$ cat src/hw/rtl/klex_pkg.sv
// Shared types, constants and helper functions of the keyword token lexer.
// No dependencies; every other file of the block uses it by scoped names.
package klex_pkg;

	// Counter and field widths
	localparam int POSITION_BITS = 32;
	localparam int LENGTH_BITS   = 16;
	localparam int START_W       = 32;
	localparam int LEN_W         = 16;
	localparam int LINE_W        = 32;
	localparam int PREFIX_W      = 48;
	localparam int KW_COUNT      = 6;

	// Largest token length: the smaller of the counter range and the field range
	localparam longint unsigned LEN_ALL  = (64'd1 << LENGTH_BITS) - 64'd1;
	localparam longint unsigned LEN_CAP  = (LEN_ALL < 64'd65535) ? LEN_ALL : 64'd65535;
	localparam logic [LENGTH_BITS-1:0] LEN_MAX = LENGTH_BITS'(LEN_CAP);
	localparam logic [LENGTH_BITS-1:0] LEN_TWO = (LEN_CAP < 64'd2) ? LEN_MAX : LENGTH_BITS'(2);

	// Character codes
	localparam logic [7:0] CH_TAB   = 8'h09;
	localparam logic [7:0] CH_LF    = 8'h0a;
	localparam logic [7:0] CH_CR    = 8'h0d;
	localparam logic [7:0] CH_SPACE = 8'h20;
	localparam logic [7:0] CH_PLUS  = 8'h2b;
	localparam logic [7:0] CH_SEMI  = 8'h3b;
	localparam logic [7:0] CH_EQ    = 8'h3d;

	typedef enum logic [3:0] {
		KIND_IDENT  = 4'd0,
		KIND_NUMBER = 4'd1,
		KIND_PLUS   = 4'd2,
		KIND_SEMI   = 4'd3,
		KIND_ASSIGN = 4'd4,
		KIND_EQUALS = 4'd5,
		KIND_IF     = 4'd6,
		KIND_ELSE   = 4'd7,
		KIND_PRINT  = 4'd8,
		KIND_LET    = 4'd9,
		KIND_FUNC   = 4'd10,
		KIND_RETURN = 4'd11,
		KIND_BAD    = 4'd12
	} token_kind_t;

	typedef enum logic [3:0] {
		MODE_IDLE   = 4'b0001,
		MODE_NUMBER = 4'b0010,
		MODE_IDENT  = 4'b0100,
		MODE_EQUAL  = 4'b1000
	} scan_mode_t;

	// Keyword text, first character in the low byte
	localparam logic [PREFIX_W-1:0] KW_TEXT [KW_COUNT] = '{
		48'h0000_0000_6669,   // if
		48'h0000_6573_6c65,   // else
		48'h0074_6e69_7270,   // print
		48'h0000_0074_656c,   // let
		48'h0000_636e_7566,   // func
		48'h6e72_7574_6572    // return
	};
	localparam logic [2:0] KW_LEN [KW_COUNT] = '{3'd2, 3'd4, 3'd5, 3'd3, 3'd4, 3'd6};
	localparam token_kind_t KW_KIND [KW_COUNT] = '{
		KIND_IF, KIND_ELSE, KIND_PRINT, KIND_LET, KIND_FUNC, KIND_RETURN
	};

	typedef struct packed {
		token_kind_t        kind;
		logic [START_W-1:0] start;
		logic [LEN_W-1:0]   length;
		logic [LINE_W-1:0]  line;
		logic [7:0]         bad;
	} tok_t;

	// Up to two tokens caused by one source byte
	typedef struct packed {
		tok_t tok0;
		tok_t tok1;
		logic two;
	} tok_pair_t;

	function automatic logic is_digit(input logic [7:0] b);
		return (b >= 8'h30) && (b <= 8'h39);
	endfunction

	function automatic logic is_alpha(input logic [7:0] b);
		return ((b >= 8'h41) && (b <= 8'h5a)) || ((b >= 8'h61) && (b <= 8'h7a));
	endfunction

	// Bytes above the length are always zero, so the whole prefix is compared
	function automatic token_kind_t ident_kind(input logic [LENGTH_BITS-1:0] len,
			input logic [PREFIX_W-1:0] prefix);
		token_kind_t k;
		k = KIND_IDENT;
		for (int i = 0; i < KW_COUNT; i++) begin
			if (len == LENGTH_BITS'(KW_LEN[i]) && prefix == KW_TEXT[i]) begin
				k = KW_KIND[i];
			end
		end
		return k;
	endfunction

endpackage

$ cat src/hw/rtl/klex_scan.sv
// Scanner state and the single-pass step logic that turns one byte into tokens.
// Depends on klex_pkg.
module klex_scan (
	input  logic                  clk,
	input  logic                  arst_n,
	input  logic                  step,
	input  logic [7:0]            byte_s1,
	input  logic                  last_s1,
	input  logic                  cfg_we,
	input  logic                  cfg_first_line,
	output klex_pkg::tok_pair_t   pair,
	output logic                  any_tok
);

	klex_pkg::scan_mode_t                   mode_q, mode_after, mode_n;
	logic [klex_pkg::POSITION_BITS-1:0]     start_q, start_n, pos_q;
	logic [klex_pkg::LENGTH_BITS-1:0]       len_q, len_n;
	logic [klex_pkg::LINE_W-1:0]            line_q, line_n;
	logic [klex_pkg::PREFIX_W-1:0]          prefix_q, prefix_n;

	logic dig, alp, cont_num, cont_id, eq2, done;
	logic pre_v, own_v, post_v;
	klex_pkg::tok_t pre_tok, own_tok, post_tok;

	// Continue, close or open the pending token
	always_comb begin
		dig      = klex_pkg::is_digit(byte_s1);
		alp      = klex_pkg::is_alpha(byte_s1);
		cont_num = (mode_q == klex_pkg::MODE_NUMBER) && dig;
		cont_id  = (mode_q == klex_pkg::MODE_IDENT) && (dig || alp);
		eq2      = (mode_q == klex_pkg::MODE_EQUAL) && (byte_s1 == klex_pkg::CH_EQ);
		done     = cont_num || cont_id || eq2;
		pre_v    = eq2 || (!done && mode_q != klex_pkg::MODE_IDLE);

		// Token that closes the pending one
		pre_tok.start = klex_pkg::START_W'(start_q);
		pre_tok.line  = line_q;
		pre_tok.bad   = 8'd0;
		if (eq2) begin
			pre_tok.kind   = klex_pkg::KIND_EQUALS;
			pre_tok.length = klex_pkg::LEN_W'(klex_pkg::LEN_TWO);
		end else begin
			case (mode_q)
				klex_pkg::MODE_NUMBER: begin
					pre_tok.kind   = klex_pkg::KIND_NUMBER;
					pre_tok.length = klex_pkg::LEN_W'(len_q);
				end
				klex_pkg::MODE_IDENT: begin
					pre_tok.kind   = klex_pkg::ident_kind(len_q, prefix_q);
					pre_tok.length = klex_pkg::LEN_W'(len_q);
				end
				klex_pkg::MODE_EQUAL: begin
					pre_tok.kind   = klex_pkg::KIND_ASSIGN;
					pre_tok.length = klex_pkg::LEN_W'(1);
				end
				default: begin
					pre_tok.kind   = klex_pkg::KIND_IDENT;
					pre_tok.length = klex_pkg::LEN_W'(0);
				end
			endcase
		end

		// Grow a continued run, saturating the length
		mode_after = (cont_num || cont_id) ? mode_q : klex_pkg::MODE_IDLE;
		start_n    = start_q;
		len_n      = len_q;
		prefix_n   = prefix_q;
		line_n     = line_q;
		if (cont_num || cont_id) begin
			if (len_q < klex_pkg::LEN_MAX) begin
				len_n = len_q + 1'b1;
			end
		end
		if (cont_id) begin
			for (int i = 0; i < klex_pkg::PREFIX_W / 8; i++) begin
				if (len_q == klex_pkg::LENGTH_BITS'(i)) begin
					prefix_n[8*i +: 8] = byte_s1;
				end
			end
		end

		// Handle the byte on its own
		own_v        = 1'b0;
		own_tok.kind = klex_pkg::KIND_BAD;
		own_tok.start  = klex_pkg::START_W'(pos_q);
		own_tok.length = klex_pkg::LEN_W'(1);
		own_tok.line   = line_q;
		own_tok.bad    = 8'd0;
		if (!done) begin
			if (byte_s1 == klex_pkg::CH_SPACE || byte_s1 == klex_pkg::CH_TAB ||
					byte_s1 == klex_pkg::CH_CR) begin
				own_v = 1'b0;
			end else if (byte_s1 == klex_pkg::CH_LF) begin
				line_n = line_q + 1'b1;
			end else if (byte_s1 == klex_pkg::CH_PLUS) begin
				own_v        = 1'b1;
				own_tok.kind = klex_pkg::KIND_PLUS;
			end else if (byte_s1 == klex_pkg::CH_SEMI) begin
				own_v        = 1'b1;
				own_tok.kind = klex_pkg::KIND_SEMI;
			end else if (byte_s1 == klex_pkg::CH_EQ) begin
				mode_after = klex_pkg::MODE_EQUAL;
				start_n    = pos_q;
				len_n      = klex_pkg::LENGTH_BITS'(1);
			end else if (dig) begin
				mode_after = klex_pkg::MODE_NUMBER;
				start_n    = pos_q;
				len_n      = klex_pkg::LENGTH_BITS'(1);
			end else if (alp) begin
				mode_after = klex_pkg::MODE_IDENT;
				start_n    = pos_q;
				len_n      = klex_pkg::LENGTH_BITS'(1);
				prefix_n   = klex_pkg::PREFIX_W'(byte_s1);
			end else begin
				own_v       = 1'b1;
				own_tok.bad = byte_s1;
			end
		end

		// Flush whatever is still pending on the final byte
		post_v          = last_s1 && (mode_after != klex_pkg::MODE_IDLE);
		post_tok.start  = klex_pkg::START_W'(start_n);
		post_tok.line   = line_q;
		post_tok.bad    = 8'd0;
		post_tok.length = klex_pkg::LEN_W'(len_n);
		case (mode_after)
			klex_pkg::MODE_NUMBER: post_tok.kind = klex_pkg::KIND_NUMBER;
			klex_pkg::MODE_IDENT:  post_tok.kind = klex_pkg::ident_kind(len_n, prefix_n);
			klex_pkg::MODE_EQUAL: begin
				post_tok.kind   = klex_pkg::KIND_ASSIGN;
				post_tok.length = klex_pkg::LEN_W'(1);
			end
			default: post_tok.kind = klex_pkg::KIND_IDENT;
		endcase
		mode_n = last_s1 ? klex_pkg::MODE_IDLE : mode_after;

		// Pack the tokens in emission order
		pair.tok0 = pre_v ? pre_tok : (own_v ? own_tok : post_tok);
		pair.tok1 = own_v ? own_tok : post_tok;
		pair.two  = pre_v && (own_v || post_v);
		any_tok   = pre_v || own_v || post_v;
	end

	// Advance the scanner state once per byte
	always_ff @(posedge clk or negedge arst_n) begin
		if (!arst_n) begin
			mode_q   <= klex_pkg::MODE_IDLE;
			start_q  <= '0;
			len_q    <= '0;
			pos_q    <= '0;
			line_q   <= klex_pkg::LINE_W'(1);
			prefix_q <= '0;
		end else if (cfg_we) begin
			line_q <= klex_pkg::LINE_W'(cfg_first_line);
		end else if (step) begin
			mode_q   <= mode_n;
			start_q  <= start_n;
			len_q    <= len_n;
			pos_q    <= pos_q + 1'b1;
			line_q   <= line_n;
			prefix_q <= prefix_n;
		end
	end

`ifndef SYNTHESIS
	a_last_idles: assert property (@(posedge clk) disable iff (!arst_n)
		step && last_s1 && !cfg_we |=> mode_q == klex_pkg::MODE_IDLE)
		else $error("scanner not idle after final byte");
	a_line_holds: assert property (@(posedge clk) disable iff (!arst_n)
		!step && !cfg_we |=> $stable(line_q))
		else $error("line counter moved without a byte");
	a_pos_counts: assert property (@(posedge clk) disable iff (!arst_n)
		step && !cfg_we |=> pos_q == $past(pos_q) + 1'b1)
		else $error("byte position did not advance");
`endif

endmodule

$ cat src/hw/rtl/klex_out.sv
// Result register holding the tokens of one byte and sending them one beat at a time.
// Depends on klex_pkg.
module klex_out (
	input  logic                  clk,
	input  logic                  arst_n,
	input  logic                  load,
	input  klex_pkg::tok_pair_t   pair,
	output logic                  free,
	output logic                  out_valid,
	input  logic                  out_ready,
	output klex_pkg::tok_t        tok,
	output logic                  last
);

	klex_pkg::tok_pair_t pair_q;
	logic                valid_q;
	logic                idx_q;

	// Show the second slot once the first has gone
	assign tok       = idx_q ? pair_q.tok1 : pair_q.tok0;
	assign last      = idx_q || !pair_q.two;
	assign out_valid = valid_q;
	assign free      = !valid_q || (out_ready && last);

	// Control: refill when the final beat leaves
	always_ff @(posedge clk or negedge arst_n) begin
		if (!arst_n) begin
			valid_q <= 1'b0;
			idx_q   <= 1'b0;
		end else if (free) begin
			valid_q <= load;
			idx_q   <= 1'b0;
		end else if (out_ready) begin
			idx_q <= 1'b1;
		end
	end

	// Payload
	always_ff @(posedge clk) begin
		if (free && load) begin
			pair_q <= pair;
		end
	end

`ifndef SYNTHESIS
	a_idx_two: assert property (@(posedge clk) disable iff (!arst_n)
		valid_q && idx_q |-> pair_q.two)
		else $error("second slot shown for a single token");
`endif

endmodule

$ cat src/hw/rtl/keyword_token_lexer_core.sv
// Top level of the keyword token lexer: input register, scanner and result register.
// Depends on klex_pkg, klex_scan and klex_out.
//
// Usage:
//   Source bytes enter on the in channel (source_byte, end_of_text), one beat
//   per byte; end_of_text marks the final byte and flushes a pending token.
//   Tokens leave on the out channel, one beat per token; last_of_run marks the
//   final token caused by a byte. A byte causes zero, one or two tokens.
//   The cfg channel writes first_line and loads the line counter with it;
//   write it only while no byte is in flight. cfg_ready is always high.
//   A token is shown on the out channel once its byte has passed the input
//   register and the scanner into the result register.
//   Throughput is one byte per cycle while out_ready stays high; a byte
//   that causes two tokens holds the result register until its second token
//   leaves, which can stall input. The input and result registers each hold a
//   beat, so one more byte is taken while a token waits for the receiver.
//   When the receiver stalls, both registers fill and in_ready drops.
//   Reset clears the scanner to idle, the byte position to zero and the line
//   counter to one; no reset clearing pass is needed.
module keyword_token_lexer_core (
	input  logic        clk,
	input  logic        arst_n,
	input  logic        in_valid,
	output logic        in_ready,
	input  logic [7:0]  source_byte,
	input  logic        end_of_text,
	input  logic        cfg_valid,
	output logic        cfg_ready,
	input  logic        first_line,
	output logic        out_valid,
	input  logic        out_ready,
	output logic [3:0]  token_kind,
	output logic [31:0] token_start,
	output logic [15:0] token_length,
	output logic [31:0] line_number,
	output logic [7:0]  bad_character,
	output logic        last_of_run
);

	logic                valid_s1;
	logic [7:0]          byte_s1;
	logic                last_s1;
	logic                adv;
	logic                any_tok;
	logic                free;
	logic                cfg_we;
	klex_pkg::tok_pair_t pair;
	klex_pkg::tok_t      tok;

	assign cfg_ready = 1'b1;
	assign cfg_we    = cfg_valid;

	// Move the held byte on when its tokens have room
	assign adv      = valid_s1 && (free || !any_tok);
	assign in_ready = !valid_s1 || adv;

	always_ff @(posedge clk or negedge arst_n) begin
		if (!arst_n) begin
			valid_s1 <= 1'b0;
		end else if (in_ready) begin
			valid_s1 <= in_valid;
		end
	end

	always_ff @(posedge clk) begin
		if (in_valid && in_ready) begin
			byte_s1 <= source_byte;
			last_s1 <= end_of_text;
		end
	end

	klex_scan u_scan (
		.clk            (clk),
		.arst_n         (arst_n),
		.step           (adv),
		.byte_s1        (byte_s1),
		.last_s1        (last_s1),
		.cfg_we         (cfg_we),
		.cfg_first_line (first_line),
		.pair           (pair),
		.any_tok        (any_tok)
	);

	klex_out u_out (
		.clk       (clk),
		.arst_n    (arst_n),
		.load      (adv && any_tok),
		.pair      (pair),
		.free      (free),
		.out_valid (out_valid),
		.out_ready (out_ready),
		.tok       (tok),
		.last      (last_of_run)
	);

	// Unpack the token beat
	assign token_kind    = tok.kind;
	assign token_start   = tok.start;
	assign token_length  = tok.length;
	assign line_number   = tok.line;
	assign bad_character = tok.bad;

`ifndef SYNTHESIS
	a_pair_follows: assert property (@(posedge clk) disable iff (!arst_n)
		out_valid && out_ready && !last_of_run |=> out_valid && last_of_run)
		else $error("second token of a byte did not follow");
	a_no_load_busy: assert property (@(posedge clk) disable iff (!arst_n)
		out_valid && !out_ready |=> out_valid && $stable(token_kind))
		else $error("stalled token beat was replaced");
`endif

endmodule
$ cat config.mk
export PLATFORM = sky130hd
export DESIGN_NAME = keyword_token_lexer_core
export DESIGN_NICKNAME = d
export VERILOG_FILES = /design/src/hw/rtl/klex_pkg.sv /design/src/hw/rtl/klex_scan.sv /design/src/hw/rtl/klex_out.sv /design/src/hw/rtl/keyword_token_lexer_core.sv
export SDC_FILE = /design/constraint.sdc
export NUM_CORES = 1
export LEC_CHECK = 0
export ABC_AREA = 1
export BUFFER_PORTS_ARGS = -buffer_cell sky130_fd_sc_hd__buf_2
export CAP_MARGIN = 10
export CORE_ASPECT_RATIO = 0.9
export CORE_MARGIN = 3
export CORE_UTILIZATION = 55
export DETAILED_ROUTE_END_ITERATION = 16
export GPL_TIMING_DRIVEN = 1
export PLACE_DENSITY_LB_ADDON = 0.2
export SLEW_MARGIN = 20
export SYNTH_ARGS = -nofsm -noshare
export SYNTH_HDL_FRONTEND = slang
export SYNTH_SLANG_ARGS = --single-unit
$ cat constraint.sdc
create_clock -name clk -period 9 [get_ports clk]
set_input_delay 1.35 -clock clk [delete_from_list [all_inputs] [get_ports clk]]
set_output_delay 1.35 -clock clk [all_outputs]
set_load 0.01 [all_outputs]
==> impl_metrics.yaml <==
cts:
  cts_root_buffer: "clkbuf_16"
  cts_resized: 0
  cts_hold_buf: 0
  numCtsBuffers: 36
  insertion_delay_ns: 0.54
  tritoncts: "yes"
  clk_pin_slew_ns: 0.06
  cts_setup_buffers: 0
  htreeDepth: 2
  clock-sinks: 329
  cts_buffer_depth: 3
job:
  cap_violations: 0
final_layout:
  areaGrowthSynthToFinish_pct: 9.71
  final_layout_size_suffix_gt1_share_pct: 9.70
  layout.nets: 2528
  multiInputGateArea_um2: 8140
  fillers: 2943
  utilization_pct: 61.8
  seqCellArea_um2: 9050
synthesis:
  synth_top_area_share_pct: 25.9
  yosysMostFrequentCell: "nand2_1"
  netlist_area_um2: 18800
  synth-seq-area-share_pct: 48.2
  synth_area_leaders: "edfxtp_1, dfrtp_1, nand2_1, o21ai_0, inv_1"
  ys_ff_latch: 329
  avgSynthCellArea_um2: 7.60
  yosys-top-cells-count: "nand2_1, inv_1, nor2_1, o21ai_0, dfrtp_1"
  synth_ff_type: "dfrtp_1"
  yosysTopAreaCell: "edfxtp_1"
  synth_cells: 2471
  async_flop_share_pct: 50.8
  netlist-cell-type-count: 52
  synth_edf_count: 162
  synth.net_count: 2492
  ys_warn_count: 0
detailed_routing:
  num_vias: 16900
  wl_mm: 56.9
  detail-route-antenna-nets: 0
  wirelength_met1_mm: 26.4
  first_pass_iters: 6
  avgViaCountPerCell: 5.67
  drt-wirelength-per-cell_um: 19.0
  top_layer: "met5"
  wl_met3_mm: 4.54
  drtIter0Drc: 1801
  wl_met2_mm: 24.7
  drc: 0
setup_path:
  reg2reg_slack_ns: 4.18
  required_ns: 7.65
  path_max_fanout: 18
  critPathMaxStageDelay_ns: 0.59
  timing.critical_path.from: "byte_s1[3]"
  r2r-end: "u_scan.pos_q[20]"
  arrival_ns: 3.90
  r2r-start: "byte_s1[3]"
  path_buf_inv: 3
  crit_end: "in_ready"
  path_delay_family: "simple AND/OR/NAND/NOR gates"
  worst-path-stages: 11
  critical_path.startpoint_type: "flop"
  path_cells: "inv_2 > nand3_2 > nand3_4 > nand2_4 > nor2_1 > inv_2 > nor2_4 > a31oi_2 > nand2_1 > nand3_1 > buf_2"
  path_class: "reg -> out"
  cp-end-kind: "primary output"
  slowest_stage: "edfxtp_1"
  cpMostUsedCell: "inv_2"
  r2r_cells: 17
power:
  power_mw: 6.23
  powerDensity_nw_per_um2: 302
  p_leak_nw: 8.88
  peakVddDrop_mv: 0.250
placed_design:
  place_congestion: 1.07
  io_buffers: 109
  dp_hpwl_mm: 41.0
sta:
  hold_violations: 0
  finalCriticalPeriod_ns: 5.25
  finalCritPeriodShare_pct: 58.3
  fin_tns_setup_ns: 0
  fmax_mhz: 191
  finalClockSkew_ns: 0.0170
  drv_slew: 0
  setup_viol: 0
  slew_headroom_pct: 31.0
  tightest_slew_ns: 1.03
  rsz0062_at_grt: "no"
die:
  core-area_um2: 33300
  dieArea_um2: 36400
  die_w_um: 201
  die_h_um: 181
  num_rows: 63
  initial_core_util_pct: 56.3
  io_pins: 111
grt:
  grt_pass1_wl_mm: 90.3
  grt_max_degree: 129
  grt_pass1_vias: 15800
  grt_use_total_pct: 31.3
  grt-ovfl-total: 0
  antenna_found_initial: 1
min_path:
  min_path_type: "reg -> reg"
run_status:
  status: "complete, no violations"
[area by class of cell]
type                    instances  area share, %
flip-flops and latches        329           43.9
multi-input cells            1772           39.5
clock buffers                  42           4.69
inverters                     245           4.46
repair buffers                123           3.25
well taps                     455           2.76
clock inverters                24           1.42
diodes                          1         0.0121
[placed cells by master, fill, tap and decap left out, types with 3 or more instances in the layout]
cell type   count
nand3_1       117
clkbuf_16      38
buf_2         108
inv_2          14
edfxtp_1      162
inv_1         230
clkinv_1        5
dfrtp_1       164
a21oi_1        28
nand2_1       843
nand4_1        60
nor2_4          9
o31ai_1         6
nor4_1         31
o21ai_1        63
nand2_2         9
clkinvlp_4      5
nor3_1         50
nand3_4         3
nor2_2         13
o21ai_0       227
ha_1            6
clkinv_2        7
clkbuf_1        4
xnor2_1         5
buf_4          13
nand3b_1        5
xor2_1         36
nor2_1        226
bufinv_16       6
nor3_2          3
a31oi_1         3
o22ai_1         5
[cell families after synthesis]
kind of cell | after synthesis | synth area share [%]
adders and majority gates | 6 | 0.400
buffers and inverters | 370 | 8.66
other | 1 | 0.0200
AOI/OAI and AO/OA | 343 | 9.56
DFF | 329 | 48.2
and+or+nand+nor | 1381 | 31.3
xor gates and xnor gates | 41 | 1.91
[report_power, final]
part	total, mW	leakage (nW)	internal, mW	switching, mW
Clock	1.58	0.604	0.947	0.630
Sequential	2.34	3.74	2.15	0.198
Combinational	2.30	4.54	0.601	1.70
[routing by layer]
layer | global-route usage [%] | up-vias
li1 | - | 8133
met1 | 47.8 | 8016
met2 | 47.0 | 707
met3 | 4.85 | 89
met4 | 7.73 | 2
met5 | 0 | -
[state kept, by name, indices dropped and copies added, names as in the netlist]
register / cells
u_out.idx_q: 1
last_s1: 1
u_scan.mode_q: 4
u_scan.len_q: 16
valid_s1: 1
byte_s1: 8
u_out.pair_q: 153
u_scan.prefix_q: 48
u_scan.pos_q: 32
u_scan.start_q: 32
u_scan.line_q: 32
u_out.out_valid: 1
[stage by stage]
stage	instances	hold slack [ns]	instance area (µm²)	setup slack (ns)
floorplan	2471	0.446	18800	0.271
global placement	2924	0.473	19300	4.45
detailed placement	2924	0.468	19300	4.33
CTS	2990	0.478	20600	3.88
global route	2990	0.502	20600	3.63
finish	2991	0.474	20600	3.75
[how the worst min path moves through the flow]
| stage | slack, ns | end | depth (start not counted) | startpoint |
|---|---|---|---|---|
| floorplan | 0.45 | u_out.pair_q[28] | 0 | u_scan.line_q[19] |
| global placement | 0.47 | u_out.pair_q[12] | 0 | u_scan.line_q[3] |
| detailed placement | 0.47 | u_out.pair_q[12] | 0 | u_scan.line_q[3] |
| CTS | 0.48 | u_out.pair_q[12] | 0 | u_scan.line_q[3] |
| global route | 0.50 | u_out.pair_q[12] | 0 | u_scan.line_q[3] |
| finish | 0.47 | u_out.pair_q[12] | 0 | u_scan.line_q[3] |
(Power assumes the default switching activity.)
